<file path="src/pfno_pkg.sv">
package pfno_pkg;

  // field and datapath widths
  localparam int unsigned TagW   = 24;
  localparam int unsigned CoordW = 24;
  localparam int unsigned RelW   = 25;
  localparam int unsigned NormW  = 56;
  localparam int unsigned SumW   = 30;
  localparam int unsigned MulW   = 30;
  localparam int unsigned ProdW  = 2 * MulW;
  localparam int unsigned DotW   = 88;
  // normal is split into two chunks for the dot product
  localparam int unsigned SplitW = 28;

  localparam int unsigned DefMaxFaceVerts = 16;
  localparam int unsigned DefMaxCellVerts = 32;

  // operand pair for the shared multiplier
  typedef enum logic [3:0] {
    MUL_NONE  = 4'd0,
    MUL_P1C2  = 4'd1,
    MUL_P2C1  = 4'd2,
    MUL_P2C0  = 4'd3,
    MUL_P0C2  = 4'd4,
    MUL_P0C1  = 4'd5,
    MUL_P1C0  = 4'd6,
    MUL_CNT_O = 4'd7,
    MUL_NLO   = 4'd8,
    MUL_NHI   = 4'd9
  } mul_sel_e;

  // what happens to the registered product
  typedef enum logic [2:0] {
    ACC_NONE   = 3'd0,
    ACC_N_ADD  = 3'd1,
    ACC_N_SUB  = 3'd2,
    ACC_D_LOAD = 3'd3,
    ACC_DOT_LO = 3'd4,
    ACC_DOT_HI = 3'd5
  } acc_op_e;

  typedef struct packed {
    logic       capture;
    mul_sel_e   mul_sel;
    acc_op_e    acc_op;
    logic [1:0] comp;
    logic       load_origin;
    logic       load_prev;
    logic       face_inc;
    logic       cell_add;
    logic       set_ovf;
    logic       emit;
  } pfno_cmd_t;

  typedef struct packed {
    logic kind;
    logic last;
    logic face_empty;
    logic face_one;
    logic face_full;
    logic cell_full;
  } pfno_stat_t;

endpackage

</file>
<file path="src/pfno_ctrl.sv">
module pfno_ctrl
  import pfno_pkg::*;
(
  input  logic       clk_i,
  input  logic       rst_ni,
  input  logic       start_i,
  input  pfno_stat_t stat_i,
  output pfno_cmd_t  cmd_o,
  output logic       busy_o
);

  typedef enum logic [4:0] {
    ST_IDLE   = 5'b00001,
    ST_UPDATE = 5'b00010,
    ST_CROSS  = 5'b00100,
    ST_FIN    = 5'b01000,
    ST_EMIT   = 5'b10000
  } state_e;

  localparam logic [2:0] CrossLast = 3'd6;
  localparam logic [2:0] FinCntO   = 3'd0;
  localparam logic [2:0] FinDLoad  = 3'd1;
  localparam logic [2:0] FinLo     = 3'd2;
  localparam logic [2:0] FinHi     = 3'd3;
  localparam logic [2:0] FinDone   = 3'd4;
  localparam logic [1:0] CompLast  = 2'd2;

  state_e     state_q, state_d;
  logic [2:0] step_q, step_d;
  logic [1:0] comp_q, comp_d;
  pfno_cmd_t  cmd;

  // six partial products of the cross product, in accumulation order
  function automatic mul_sel_e cross_sel(input logic [2:0] step);
    mul_sel_e sel;
    begin
      sel = MUL_NONE;
      unique case (step)
        3'd0:    sel = MUL_P1C2;
        3'd1:    sel = MUL_P2C1;
        3'd2:    sel = MUL_P2C0;
        3'd3:    sel = MUL_P0C2;
        3'd4:    sel = MUL_P0C1;
        3'd5:    sel = MUL_P1C0;
        default: sel = MUL_NONE;
      endcase
      return sel;
    end
  endfunction

  always_comb begin
    state_d = state_q;
    step_d  = step_q;
    comp_d  = comp_q;
    cmd     = '0;
    cmd.mul_sel = MUL_NONE;
    cmd.acc_op  = ACC_NONE;
    unique case (state_q)
      ST_IDLE: begin
        if (start_i) begin
          cmd.capture = 1'b1;
          state_d     = ST_UPDATE;
        end
      end
      ST_UPDATE: begin
        step_d  = '0;
        comp_d  = '0;
        state_d = stat_i.last ? ST_FIN : ST_IDLE;
        if (!stat_i.kind) begin
          if (stat_i.face_full) begin
            cmd.set_ovf = 1'b1;
          end else if (stat_i.face_empty) begin
            cmd.load_origin = 1'b1;
            cmd.face_inc    = 1'b1;
          end else if (stat_i.face_one) begin
            cmd.load_prev = 1'b1;
            cmd.face_inc  = 1'b1;
          end else begin
            state_d = ST_CROSS;
          end
        end else begin
          if (stat_i.cell_full) begin
            cmd.set_ovf = 1'b1;
          end else begin
            cmd.cell_add = 1'b1;
          end
        end
      end
      ST_CROSS: begin
        if (step_q < CrossLast) begin
          cmd.mul_sel = cross_sel(step_q);
        end
        if (step_q != 3'd0) begin
          cmd.acc_op = step_q[0] ? ACC_N_ADD : ACC_N_SUB;
          cmd.comp   = 2'((step_q - 3'd1) >> 1);
        end
        if (step_q == CrossLast) begin
          cmd.load_prev = 1'b1;
          cmd.face_inc  = 1'b1;
          step_d        = '0;
          state_d       = stat_i.last ? ST_FIN : ST_IDLE;
        end else begin
          step_d = step_q + 3'd1;
        end
      end
      ST_FIN: begin
        cmd.comp = comp_q;
        unique case (step_q)
          FinCntO:  cmd.mul_sel = MUL_CNT_O;
          FinDLoad: cmd.acc_op  = ACC_D_LOAD;
          FinLo:    cmd.mul_sel = MUL_NLO;
          FinHi: begin
            cmd.acc_op  = ACC_DOT_LO;
            cmd.mul_sel = MUL_NHI;
          end
          FinDone:  cmd.acc_op  = ACC_DOT_HI;
          default:  cmd.acc_op  = ACC_NONE;
        endcase
        if (step_q == FinDone) begin
          step_d = '0;
          if (comp_q == CompLast) begin
            state_d = ST_EMIT;
          end else begin
            comp_d = comp_q + 2'd1;
          end
        end else begin
          step_d = step_q + 3'd1;
        end
      end
      ST_EMIT: begin
        cmd.emit = 1'b1;
        state_d  = ST_IDLE;
      end
      default: state_d = ST_IDLE;
    endcase
  end

  always_ff @(posedge clk_i or negedge rst_ni) begin
    if (!rst_ni) begin
      state_q <= ST_IDLE;
      step_q  <= '0;
      comp_q  <= '0;
    end else begin
      state_q <= state_d;
      step_q  <= step_d;
      comp_q  <= comp_d;
    end
  end

  assign cmd_o  = cmd;
  assign busy_o = (state_q != ST_IDLE);

endmodule

</file>
<file path="config.mk">
export PLATFORM = sky130hd
export DESIGN_NAME = pfno_ctrl
export DESIGN_NICKNAME = d
export VERILOG_FILES = /design/src/pfno_pkg.sv /design/src/pfno_ctrl.sv
export SDC_FILE = /design/constraint.sdc
export NUM_CORES = 1
export LEC_CHECK = 0
export BUFFER_PORTS_ARGS = -buffer_cell sky130_fd_sc_hd__buf_2
export CORE_UTILIZATION = 27
export CTS_CLUSTER_DIAMETER = 80
export DETAILED_ROUTE_END_ITERATION = 8
export PLACE_DENSITY = 0.47
export SYNTH_ARGS = -nofsm -noshare
export SYNTH_HDL_FRONTEND = slang
export SYNTH_SLANG_ARGS = --single-unit
</file>
<file path="constraint.sdc">
create_clock -name clk_i -period 1.6 [get_ports clk_i]
set_input_delay 0.16 -clock clk_i [delete_from_list [all_inputs] [get_ports clk_i]]
set_output_delay 0.16 -clock clk_i [all_outputs]
set_load 0.1 [all_outputs]
</file>
==> results.md <==
- Pre-antenna DRT Iters: 6
- Syn Nets: 127
- Hold Path End: state_q[2]$_DFFE_PN0P_
- CTS buffer count: 3
- Worst hold path type: primary input to flip-flop
- Psw: 1.47 mW
- Gr ovfl total: 0
- Sw Ratio: 47.6%
- Final setup viols: 26
- Drt first-iter violations: 28
- Rows: 20
- Final slew viol count: 0
- Sequential area share after synthesis: 28.2%
- H-Tree Depth: 1
- Die Area: 3540 sq um
- Hold_sp: stat_i[2]
- Worst R2R Start: state_q[2]$_DFFE_PN0P_
- Drc violations: 0
- Hold path cells: 2
- Tmin final: 2100 ps
- Maximum VDD drop: 0.823 mV
- Final Cycle Share: 131%
- Yosys warns: 0
- Failing checks: negative setup slack
- Core area: 3100 sq um
- Total Routing Usage GR: 19.4%
- Total number of vias: 1,141
- CP Capture Type: output pin
- Fin nets: 207
- Post-Syn Area: 892 sq um
- Share of cells above drive strength 1: 72.6%
- RSZ-0062 raised after global routing: true
- Critical path fanouts, max: 5
- IO buf count: 25
- Register-to-register setup slack: -240 ps
- Total power: 3.09 mW
- Status: complete, but fails checks
- Starting Density: 28.8%
- Post-DR wirelength/cell: 15.2 microns
- Clock root buffer: clkbuf_4
- DPL Wire Length: 2440 microns
- FMAX: 0.476 GHz
- Via density: 4.88
- CTS sink count: 10
- Syn-to-layout area delta: 158%
- P per Cell Area: 1340 nW/um^2
- WP data arrival: 1940 ps
- Synth cell types: 37
- Combinational power share: 80.6%
- Chip width: 59.5 microns
- Number of placed I/O pins: 26
- Final WL: 3550 microns
- Clk Latency, worst-skew pair: 260 ps
- Leakage: 0.930 nW
- Mean Syn Cell Area: 8.04 sq um
- Die H: 59.5 microns
- First-pass GRT wire length: 5120 microns
- CTS Buffer Depth: 2
- Int Pwr: 1.62 mW
- Final hold vios: 0
- Slew @ Worst Pin: 340 ps
- Gate Count Post-Synth: 111
- ANT nets after route: 0
- Max_cap viols: 0
- Worst setup SP type: flip-flop
- Final Skew: 5.22 ps
- Worst EP required: 1440 ps
- Clock share of power: 5.8%
- Worst Setup Slack, final: -500 ps
- Worst-path clk slew: 60 ps
- Type of the worst setup path: flip-flop to output pin
- Sum Neg Setup Slack: -7050 ps
- Final antenna diode count: 0
- Initial antenna violation count: 0
- Vias in the first global route: 1,113
- Pin count of the biggest net entering global routing: 11
- Rel. slew slack: 77.2%
- CTS tree: built
- Reg power frac: 13.7%
- FF-to-FF path depth: 8
- RR Endpoint: state_q[0]$_DFFE_PN1P_
- Post-synthesis register bit count: 10
- GP Congestion: 0.820
## critical path: stages (launching register included)
cell and delay, ps:
dfstp_2 590, buf_12 130, nor3_4 50, buf_6 130, buf_6 110, and3_4 160, a221o_4 350, buf_12 170
## flip-flops by register name, summed over array words and instances, names as in the netlist
register,cells
state_q,5
step_q,3
comp_q,2
## placed cells by master (no fill, tap or decap), types with 2 or more instances in the layout
cell type	n
inv_1	5
dfrtp_1	4
nor2_1	12
mux2i_1	4
buf_6	23
nand2_4	2
nor3_4	2
nor2_4	7
o21ai_2	3
nand2_2	3
or3_4	2
nor3_2	2
nand2_1	6
buf_12	20
nand3_4	3
clkbuf_4	3
nor2b_4	2
nand2_8	3
o21ai_4	2
buf_4	24
dfrtp_2	5
buf_2	8
o31ai_4	2
o22ai_4	2
nand3_1	2
nor2b_1	2
ha_1	6
## layer usage
metal  GRT usage [%]  vias up  part of all wire [%]
li1                -      562                     -
met3            1.53        6                   2.1
met4            7.14        0                   1.2
met5               0        -                     0
met2            34.5       24                    54
met1            24.2      549                    42
## how the worst max path moves through the flow
| stage | from | to | slack [ps] | depth (start not counted) |
|---|---|---|---|---|
| 6_report | state_q[0]$_DFFE_PN1P_ | cmd_o[11] | -500 | 7 |
| 4_1_cts | state_q[0]$_DFFE_PN1P_ | cmd_o[3] | -460 | 6 |
| 3_5_place_dp | state_q[0]$_DFFE_PN1P_ | cmd_o[5] | -180 | 6 |
| 5_1_grt | state_q[0]$_DFFE_PN1P_ | cmd_o[4] | -550 | 5 |
| 3_3_place_gp | state_q[0]$_DFFE_PN1P_ | cmd_o[4] | -160 | 5 |
| 2_1_floorplan | state_q[2]$_DFFE_PN0P_ | cmd_o[4] | -610 | 4 |
## power by group through the flow
stage          registers, mW  logic [mW]  clock network [mW]
5_1_grt                0.426        2.61               0.196
4_1_cts                0.416        2.02               0.187
3_3_place_gp           0.411        1.75                   0
6_report               0.422        2.49               0.178
2_1_floorplan          0.431        1.09                   0
3_5_place_dp           0.415        1.78                   0
## per-stage QoR
stage | std cells | hold slack, ps | utilization [%] | cell area, sq um | setup slack, ps
after detailed placement | 212 | 36.2 | 58.5 | 1810 | -180
after global routing | 234 | 160 | 74.1 | 2300 | -546
after CTS | 222 | 145 | 65.2 | 2020 | -465
final | 234 | 154 | 74.1 | 2300 | -500
after global placement | 212 | 36.2 | 58.5 | 1810 | -160
after floorplan | 111 | -136 | - | 1140 | -607
## synth_stat cells
library cell | count | share of area, %
a21o_1 | 1 | 0.84
a21oi_1 | 2 | 1.1
a221o_1 | 2 | 2.2
a22oi_1 | 1 | 0.84
a31oi_1 | 2 | 1.4
a32oi_1 | 1 | 0.98
and2_1 | 1 | 0.70
and3_1 | 1 | 0.70
clkbuf_1 | 2 | 0.84
dfrtp_1 | 9 | 25
dfstp_2 | 1 | 2.9
ha_1 | 7 | 9.8
inv_1 | 7 | 2.9
mux2_2 | 1 | 1.3
mux2i_1 | 5 | 5.6
nand2_1 | 13 | 5.5
nand2_2 | 1 | 0.70
nand2b_1 | 2 | 1.4
nand3_1 | 5 | 2.8
nand3_2 | 1 | 1.1
nor2_1 | 19 | 8.0
nor2b_1 | 4 | 2.8
nor3_1 | 3 | 1.7
nor3_4 | 1 | 1.8
nor3b_1 | 1 | 0.84
nor4_2 | 1 | 1.4
o211ai_1 | 1 | 0.84
o21ai_0 | 6 | 3.4
o22ai_1 | 2 | 1.4
o2bb2ai_1 | 1 | 0.98
o311ai_1 | 1 | 0.98
o31ai_1 | 1 | 0.84
o31ai_2 | 1 | 1.4
o32ai_2 | 1 | 1.8
or3_1 | 1 | 0.70
or3_4 | 1 | 1.3
or4_1 | 1 | 0.84
## logic make-up after synthesis
family,synth area share (%)
simple gates,32.3
compound gates,19.1
buf+inv,3.79
mux,6.87
flops,28.2
fa+ha+maj,9.82
## layout make-up
class	count	area, sq um
timing repair buffer	77	905
inverter	7	28.8
fill	234	805
multi-input combinational	92	1030
tap	44	55.1
clock buffer	4	26.3
sequential	10	258
## repair_timing
item,CTS,global route
setup buffers,6,14
hold buffers,1,0
endpoints found under the setup margin,23,26
pin swaps,7,14
resized for setup,32,36
hold endpoints to repair,10,0
Note: power is estimated with default switching activity, not from simulation.
