### src/pfno_pkg.sv
package pfno_pkg;

  // field and datapath widths
  localparam int unsigned TagW   = 24;
  localparam int unsigned CoordW = 24;
  localparam int unsigned RelW   = 25;
  localparam int unsigned NormW  = 56;
  localparam int unsigned SumW   = 30;
  localparam int unsigned MulW   = 30;
  localparam int unsigned ProdW  = 2 * MulW;
  localparam int unsigned DotW   = 88;
  // normal is split into two chunks for the dot product
  localparam int unsigned SplitW = 28;

  localparam int unsigned DefMaxFaceVerts = 16;
  localparam int unsigned DefMaxCellVerts = 32;

  // operand pair for the shared multiplier
  typedef enum logic [3:0] {
    MUL_NONE  = 4'd0,
    MUL_P1C2  = 4'd1,
    MUL_P2C1  = 4'd2,
    MUL_P2C0  = 4'd3,
    MUL_P0C2  = 4'd4,
    MUL_P0C1  = 4'd5,
    MUL_P1C0  = 4'd6,
    MUL_CNT_O = 4'd7,
    MUL_NLO   = 4'd8,
    MUL_NHI   = 4'd9
  } mul_sel_e;

  // what happens to the registered product
  typedef enum logic [2:0] {
    ACC_NONE   = 3'd0,
    ACC_N_ADD  = 3'd1,
    ACC_N_SUB  = 3'd2,
    ACC_D_LOAD = 3'd3,
    ACC_DOT_LO = 3'd4,
    ACC_DOT_HI = 3'd5
  } acc_op_e;

  typedef struct packed {
    logic       capture;
    mul_sel_e   mul_sel;
    acc_op_e    acc_op;
    logic [1:0] comp;
    logic       load_origin;
    logic       load_prev;
    logic       face_inc;
    logic       cell_add;
    logic       set_ovf;
    logic       emit;
  } pfno_cmd_t;

  typedef struct packed {
    logic kind;
    logic last;
    logic face_empty;
    logic face_one;
    logic face_full;
    logic cell_full;
  } pfno_stat_t;

endpackage

### src/pfno_datapath.sv
module pfno_datapath
  import pfno_pkg::*;
#(
  parameter int unsigned MAX_FACE_VERTS = DefMaxFaceVerts,
  parameter int unsigned MAX_CELL_VERTS = DefMaxCellVerts
) (
  input  logic                     clk_i,
  input  logic                     rst_ni,
  input  pfno_cmd_t                cmd_i,
  output pfno_stat_t               stat_o,
  input  logic [TagW-1:0]          face_id_i,
  input  logic                     vertex_kind_i,
  input  logic signed [CoordW-1:0] coord_x_i,
  input  logic signed [CoordW-1:0] coord_y_i,
  input  logic signed [CoordW-1:0] coord_z_i,
  input  logic                     last_item_i,
  output logic                     done_o,
  output logic [TagW-1:0]          face_tag_o,
  output logic signed [NormW-1:0]  normal_x_o,
  output logic signed [NormW-1:0]  normal_y_o,
  output logic signed [NormW-1:0]  normal_z_o,
  output logic                     was_flipped_o,
  output logic                     count_overflow_o
);

  localparam int unsigned FaceCntW = $clog2(MAX_FACE_VERTS + 1);
  localparam int unsigned CellCntW = $clog2(MAX_CELL_VERTS + 1);

  logic signed [CoordW-1:0] coord_in [3];
  logic signed [CoordW-1:0] vin_q    [3];
  logic signed [RelW-1:0]   cur_q    [3];
  logic signed [CoordW-1:0] origin_q [3];
  logic signed [RelW-1:0]   prev_q   [3];
  logic signed [NormW-1:0]  norm_q   [3];
  logic signed [SumW-1:0]   sum_q    [3];
  logic [FaceCntW-1:0]      fcnt_q;
  logic [CellCntW-1:0]      ccnt_q;
  logic                     ovf_q;
  logic signed [DotW-1:0]   dot_q;
  logic signed [SumW-1:0]   d_q;
  logic signed [ProdW-1:0]  prod_q;
  logic                     kind_q, last_q;
  logic [TagW-1:0]          face_id_q;

  logic signed [MulW-1:0]   mul_a, mul_b;
  logic signed [NormW-1:0]  n_sel;
  logic signed [CoordW-1:0] origin_sel;
  logic signed [SumW-1:0]   sum_sel;
  logic                     flip;

  logic                     done_q;
  logic [TagW-1:0]          tag_q;
  logic signed [NormW-1:0]  nout_q [3];
  logic                     flip_q, ovf_out_q;

  assign coord_in[0] = coord_x_i;
  assign coord_in[1] = coord_y_i;
  assign coord_in[2] = coord_z_i;

  assign n_sel      = norm_q[cmd_i.comp];
  assign origin_sel = origin_q[cmd_i.comp];
  assign sum_sel    = sum_q[cmd_i.comp];

  assign stat_o.kind       = kind_q;
  assign stat_o.last       = last_q;
  assign stat_o.face_empty = (fcnt_q == '0);
  assign stat_o.face_one   = (fcnt_q == FaceCntW'(1));
  assign stat_o.face_full  = (fcnt_q >= FaceCntW'(MAX_FACE_VERTS));
  assign stat_o.cell_full  = (ccnt_q >= CellCntW'(MAX_CELL_VERTS));

  // operand selection for the shared multiplier
  always_comb begin
    mul_a = '0;
    mul_b = '0;
    case (cmd_i.mul_sel)
      MUL_P1C2: begin mul_a = MulW'(prev_q[1]); mul_b = MulW'(cur_q[2]); end
      MUL_P2C1: begin mul_a = MulW'(prev_q[2]); mul_b = MulW'(cur_q[1]); end
      MUL_P2C0: begin mul_a = MulW'(prev_q[2]); mul_b = MulW'(cur_q[0]); end
      MUL_P0C2: begin mul_a = MulW'(prev_q[0]); mul_b = MulW'(cur_q[2]); end
      MUL_P0C1: begin mul_a = MulW'(prev_q[0]); mul_b = MulW'(cur_q[1]); end
      MUL_P1C0: begin mul_a = MulW'(prev_q[1]); mul_b = MulW'(cur_q[0]); end
      MUL_CNT_O: begin
        mul_a = MulW'(ccnt_q);
        mul_b = MulW'(origin_sel);
      end
      MUL_NLO: begin
        mul_a = MulW'(n_sel[SplitW-1:0]);
        mul_b = d_q;
      end
      MUL_NHI: begin
        mul_a = MulW'($signed(n_sel[NormW-1:SplitW]));
        mul_b = d_q;
      end
      default: begin
        mul_a = '0;
        mul_b = '0;
      end
    endcase
  end

  // non-negative and non-zero dot product means the normal faces the cell
  assign flip = !dot_q[DotW-1] && (dot_q != '0);

  always_ff @(posedge clk_i) begin
    prod_q <= mul_a * mul_b;
    if (cmd_i.capture) begin
      for (int i = 0; i < 3; i++) begin
        vin_q[i] <= coord_in[i];
        cur_q[i] <= RelW'(coord_in[i]) - RelW'(origin_q[i]);
      end
      kind_q    <= vertex_kind_i;
      last_q    <= last_item_i;
      face_id_q <= face_id_i;
    end
    if (cmd_i.acc_op == ACC_D_LOAD) begin
      d_q <= sum_sel - SumW'(prod_q);
    end
  end

  always_ff @(posedge clk_i or negedge rst_ni) begin
    if (!rst_ni) begin
      for (int i = 0; i < 3; i++) begin
        origin_q[i] <= '0;
        prev_q[i]   <= '0;
        norm_q[i]   <= '0;
        sum_q[i]    <= '0;
      end
      fcnt_q <= '0;
      ccnt_q <= '0;
      ovf_q  <= 1'b0;
      dot_q  <= '0;
    end else if (cmd_i.emit) begin
      // job done, back to a clean slate
      for (int i = 0; i < 3; i++) begin
        origin_q[i] <= '0;
        prev_q[i]   <= '0;
        norm_q[i]   <= '0;
        sum_q[i]    <= '0;
      end
      fcnt_q <= '0;
      ccnt_q <= '0;
      ovf_q  <= 1'b0;
      dot_q  <= '0;
    end else begin
      if (cmd_i.load_origin) begin
        for (int i = 0; i < 3; i++) origin_q[i] <= vin_q[i];
      end
      if (cmd_i.load_prev) begin
        for (int i = 0; i < 3; i++) prev_q[i] <= cur_q[i];
      end
      if (cmd_i.face_inc) begin
        fcnt_q <= fcnt_q + FaceCntW'(1);
      end
      if (cmd_i.cell_add) begin
        for (int i = 0; i < 3; i++) sum_q[i] <= sum_q[i] + SumW'(vin_q[i]);
        ccnt_q <= ccnt_q + CellCntW'(1);
      end
      if (cmd_i.set_ovf) begin
        ovf_q <= 1'b1;
      end
      case (cmd_i.acc_op)
        ACC_N_ADD:  norm_q[cmd_i.comp] <= n_sel + NormW'(prod_q);
        ACC_N_SUB:  norm_q[cmd_i.comp] <= n_sel - NormW'(prod_q);
        ACC_DOT_LO: dot_q <= dot_q + DotW'(prod_q);
        ACC_DOT_HI: dot_q <= dot_q + (DotW'(prod_q) <<< SplitW);
        default: ;
      endcase
    end
  end

  always_ff @(posedge clk_i or negedge rst_ni) begin
    if (!rst_ni) begin
      done_q <= 1'b0;
    end else begin
      done_q <= cmd_i.emit;
    end
  end

  always_ff @(posedge clk_i) begin
    if (cmd_i.emit) begin
      tag_q <= face_id_q;
      for (int i = 0; i < 3; i++) nout_q[i] <= flip ? -norm_q[i] : norm_q[i];
      flip_q    <= flip;
      ovf_out_q <= ovf_q;
    end
  end

  assign done_o           = done_q;
  assign face_tag_o       = tag_q;
  assign normal_x_o       = nout_q[0];
  assign normal_y_o       = nout_q[1];
  assign normal_z_o       = nout_q[2];
  assign was_flipped_o    = flip_q;
  assign count_overflow_o = ovf_out_q;

endmodule

### config.mk
export PLATFORM = sky130hd
export DESIGN_NAME = pfno_datapath
export DESIGN_NICKNAME = d
export VERILOG_FILES = /design/src/pfno_pkg.sv /design/src/pfno_datapath.sv
export SDC_FILE = /design/constraint.sdc
export NUM_CORES = 2
export LEC_CHECK = 0
export BUFFER_PORTS_ARGS = -buffer_cell sky130_fd_sc_hd__buf_2
export CORE_MARGIN = 2
export CORE_UTILIZATION = 60
export DETAILED_ROUTE_END_ITERATION = 8
export GPL_TIMING_DRIVEN = 1
export PLACE_DENSITY = 0.77
export SETUP_SLACK_MARGIN = 0.05
export SLEW_MARGIN = 20
export SYNTH_ARGS = -nofsm -noshare
export SYNTH_HDL_FRONTEND = slang
export SYNTH_SLANG_ARGS = --single-unit
### constraint.sdc
create_clock -name clk_i -period 22.5 [get_ports clk_i]
set_input_delay 2.25 -clock clk_i [delete_from_list [all_inputs] [get_ports clk_i]]
set_output_delay 2.25 -clock clk_i [all_outputs]
set_load 0.02 [all_outputs]
==> results_dict.tcl <==
set metrics [dict create \
    hold_class "register to register" \
    yosysSeqAreaShare 0.272 \
    io_pins 317 \
    ant_nets 0 \
    grt.overflow.total 0 \
    ys_seq_elements 963 \
    die_w_um 401 \
    max_slew_margin 0.110 \
    leakage_nw 49.5 \
    grt_pass1_wl_um 501000 \
    cts_max_path_buffers 3 \
    p_seq_frac 0.279 \
    reg2reg_setup_slack_ps 11310 \
    powerDensity_mw_per_mm2 89.6 \
    placed_area_mm2 0.0986 \
    place_congestion 1.07 \
    crit_path_end_kind "register" \
    cp.required_ps 23090 \
    syn_area_per_cell_um2 9.12 \
    drt_iter0_drc 9240 \
    start_util 0.605 \
    crit_path_frequent_cell "fa_1" \
    post_cts_resized 0 \
    hold_end "face_tag_o[6]" \
    clk_pin_slew_worst_paths_ps 60 \
    cts_tree "done" \
    p_int_mw 4.98 \
    dr.pass1.iters 9 \
    via_per_inst 6.39 \
    rsz0062_at_grt "no" \
    worst-path-buf-inv 7 \
    tightest_slew_ps 1330 \
    drc 10 \
    synth_edf_count 397 \
    maxCapViolations 0 \
    path_class "input pin to register" \
    p_total_mw 9.18 \
    period_share 0.594 \
    ir_drop_v 0.0000747 \
    dieArea_mm2 0.161 \
    fin_nets 12182 \
    synth_top_family_by_area "adder cells" \
    die_h_um 401 \
    gr-usage-met2 0.631 \
    synth-simple-area-share 0.140 \
    routed_wl_um 338000 \
    first_global_vias 79841 \
    crit_slowest_cell "a311oi_1" \
    skew_ps 106 \
    numPortBuffers 316 \
    p_sw_mw 4.20 \
    postCtsSetupBuffers 0 \
    yosys-mux-area-fraction 0.0358 \
    synth.distinct_cells 95 \
    rr_startpoint "norm_q[16]" \
    yosysWarnings 0 \
    min_from "face_id_q[6]" \
    clk_latency_ps 790 \
    synth_area_mm2 0.0948 \
    comb_power_share 0.515 \
    hpwl_um 261000 \
    grt_max_degree 149 \
    outcome "finished with violations" \
    fmax_ghz 0.0749 \
    synth_compound_area_frac 0.145 \
    fin_crit_ps 13350 \
    antenna_found_initial 11 \
    synth_fa_ha_area_frac 0.283 \
    hold_depth 0 \
    whs_ps 389 \
    stdcell_area_mm2 0.102 \
    place_ws_ps 8670 \
    met1_usage 0.529 \
    synth_nets 12079 \
    cts_max_level 3 \
    wl_per_cell_um 26.7 \
    numCtsBuffers 106 \
    cp.arrival_ps 13950 \
    cp_slowest_stage_delay_ps 900 \
    grt_use_met3 0.111 \
    netlist_instances 10389 \
    violations "design-rule violations" \
    r2r_cells 32 \
    vias 80826 \
    postCtsHoldBufs 0 \
    worst_setup_path_start_kind "input pin" \
    switching_share 0.457 \
    cp_max_fo 63 \
    synth_xor_area_frac 0.0514 \
    drv_slew 0 \
    finalHoldViolations 0 \
    areaGrowthSynthToFinish_pct 8.10 \
    ctsRootBufferMaster "clkbuf_16" \
    setup_ws_ps 9150 \
    setup_viol 0 \
    r2r-end "prod_q[59]" \
    setup_tns_ps 0 \
    synth_flop_cell "dfrtp_1" \
    cp_top_family "adder cells" \
    core_mm2 0.157 \
    drive_gt1_frac 0.0759 \
    ys_async_sr_fraction 0.525 \
    clock_sinks 963 \
    busiest_layer "met2" \
    num_rows 145 \
    power_frac_clock 0.207 \
    grt.total_usage 0.414 \
]
-- worst reg2reg max path, delay by kind of cell, from the launching register on --
kind / cells / cell delay (ps)
and+or+nand+nor: 4 / 540
muxes: 1 / 110
AOI/OAI and AO/OA: 12 / 4920
xor gates and xnor gates: 1 / 90
DFF: 1 / 440
buffers and inverters: 5 / 540
adders and majority gates: 9 / 4360
-- state kept, by name (all words and copies together) (netlist names), 6 cells and up --
name / cells
vin_q: 72
prev_q: 75
prod_q: 60
nout_q: 168
cur_q: 75
dot_q: 88
norm_q: 168
face_id_q: 24
sum_q: 90
origin_q: 72
d_q: 30
ccnt_q: 6
face_tag_o: 24
-- synth_stat cells, drive strengths merged, types with 135 or more instances --
| master | number | area, um2 |
|---|---|---|
| nand2 | 1037 | 3890 |
| xor2 | 160 | 1400 |
| fa | 949 | 19000 |
| nor2 | 1134 | 4260 |
| a21oi | 614 | 3080 |
| inv | 1336 | 5010 |
| dfrtp | 506 | 12700 |
| o21ai | 462 | 2310 |
| xnor2 | 396 | 3470 |
| ha | 625 | 7820 |
| nor3 | 138 | 707 |
| clkbuf | 435 | 1630 |
| a21o | 193 | 1450 |
| mux2i | 337 | 3370 |
| nand3 | 135 | 676 |
| edfxtp | 397 | 11900 |
-- cell families (layout without fill, tap and decap cells) --
logic type | count (synthesis) | after routing
AO/OA/AOI/OAI | 2113 | 2113
multiplexers | 339 | 339
buffers and inverters | 1826 | 2023
other | 0 | 6
XOR/XNOR | 556 | 556
flip-flops | 963 | 963
adder cells (fa/ha/maj) | 1574 | 1574
AND/OR/NAND/NOR | 3018 | 3018
-- how the worst max path moves through the flow --
stage / start / endpoint / slack, ps / cells after the start
3_3_place_gp: cmd_i[6] / prod_q[57] / 8860 / 34
5_1_grt: cmd_i[11] / prod_q[57] / 8760 / 33
6_report: cmd_i[6] / prod_q[59] / 9150 / 34
3_5_place_dp: cmd_i[6] / prod_q[57] / 8670 / 34
4_1_cts: cmd_i[6] / prod_q[59] / 9390 / 34
2_1_floorplan: cmd_i[7] / prod_q[59] / 10680 / 39
-- per-stage QoR --
stage / cells / utilization
after CTS: 12644 / 0.654
after floorplan: 10389 / -
after global routing: 12644 / 0.654
after detailed placement: 12442 / 0.630
final: 12650 / 0.654
after global placement: 12440 / 0.630
-- cell usage in the layout, fill, tap and decap left out, types with 107 or more instances in the layout --
cell / netlist / layout
xor2_1: 160 / 160
dfrtp_1: 506 / 506
clkbuf_16: 0 / 107
nor3_1: 136 / 134
mux2i_1: 337 / 337
edfxtp_1: 397 / 397
ha_1: 625 / 625
nand2_1: 1036 / 1031
buf_4: 2 / 169
xnor2_1: 396 / 396
nand3_1: 135 / 135
buf_2: 3 / 309
a21oi_1: 612 / 605
a21o_1: 193 / 193
fa_1: 949 / 949
inv_1: 1336 / 1335
nor2_1: 1134 / 1127
o21ai_0: 459 / 453
-- power groups by stage --
stage	Clock [mW]	Sequential, mW	Combinational, mW
CTS	1.91	2.54	4.60
finish	1.90	2.56	4.72
global placement	0	2.56	4.49
detailed placement	0	2.57	4.57
floorplan	0	2.50	3.07
global route	1.98	2.56	5.11
-- final cells by class --
class	count	area, um2
Multi-Input combinational cell	7600	62300
Fill cell	12678	54100
Sequential cell	963	25800
Inverter	1338	5020
Timing Repair Buffer	483	2890
Clock buffer	128	2850
Tap cell	2058	2570
Clock inverter	74	978
Antenna cell	6	15.0
-- routing by layer --
metal / wire length, um / part of all wire / vias up
met2: 148000 / 0.44 / 4995
met3: 39300 / 0.12 / 1070
met5: 89 / 0.00026 / -
met4: 25100 / 0.074 / 12
met1: 125000 / 0.37 / 39690
li1: - / - / 35059
Note: power is estimated with default switching activity, not from simulation.
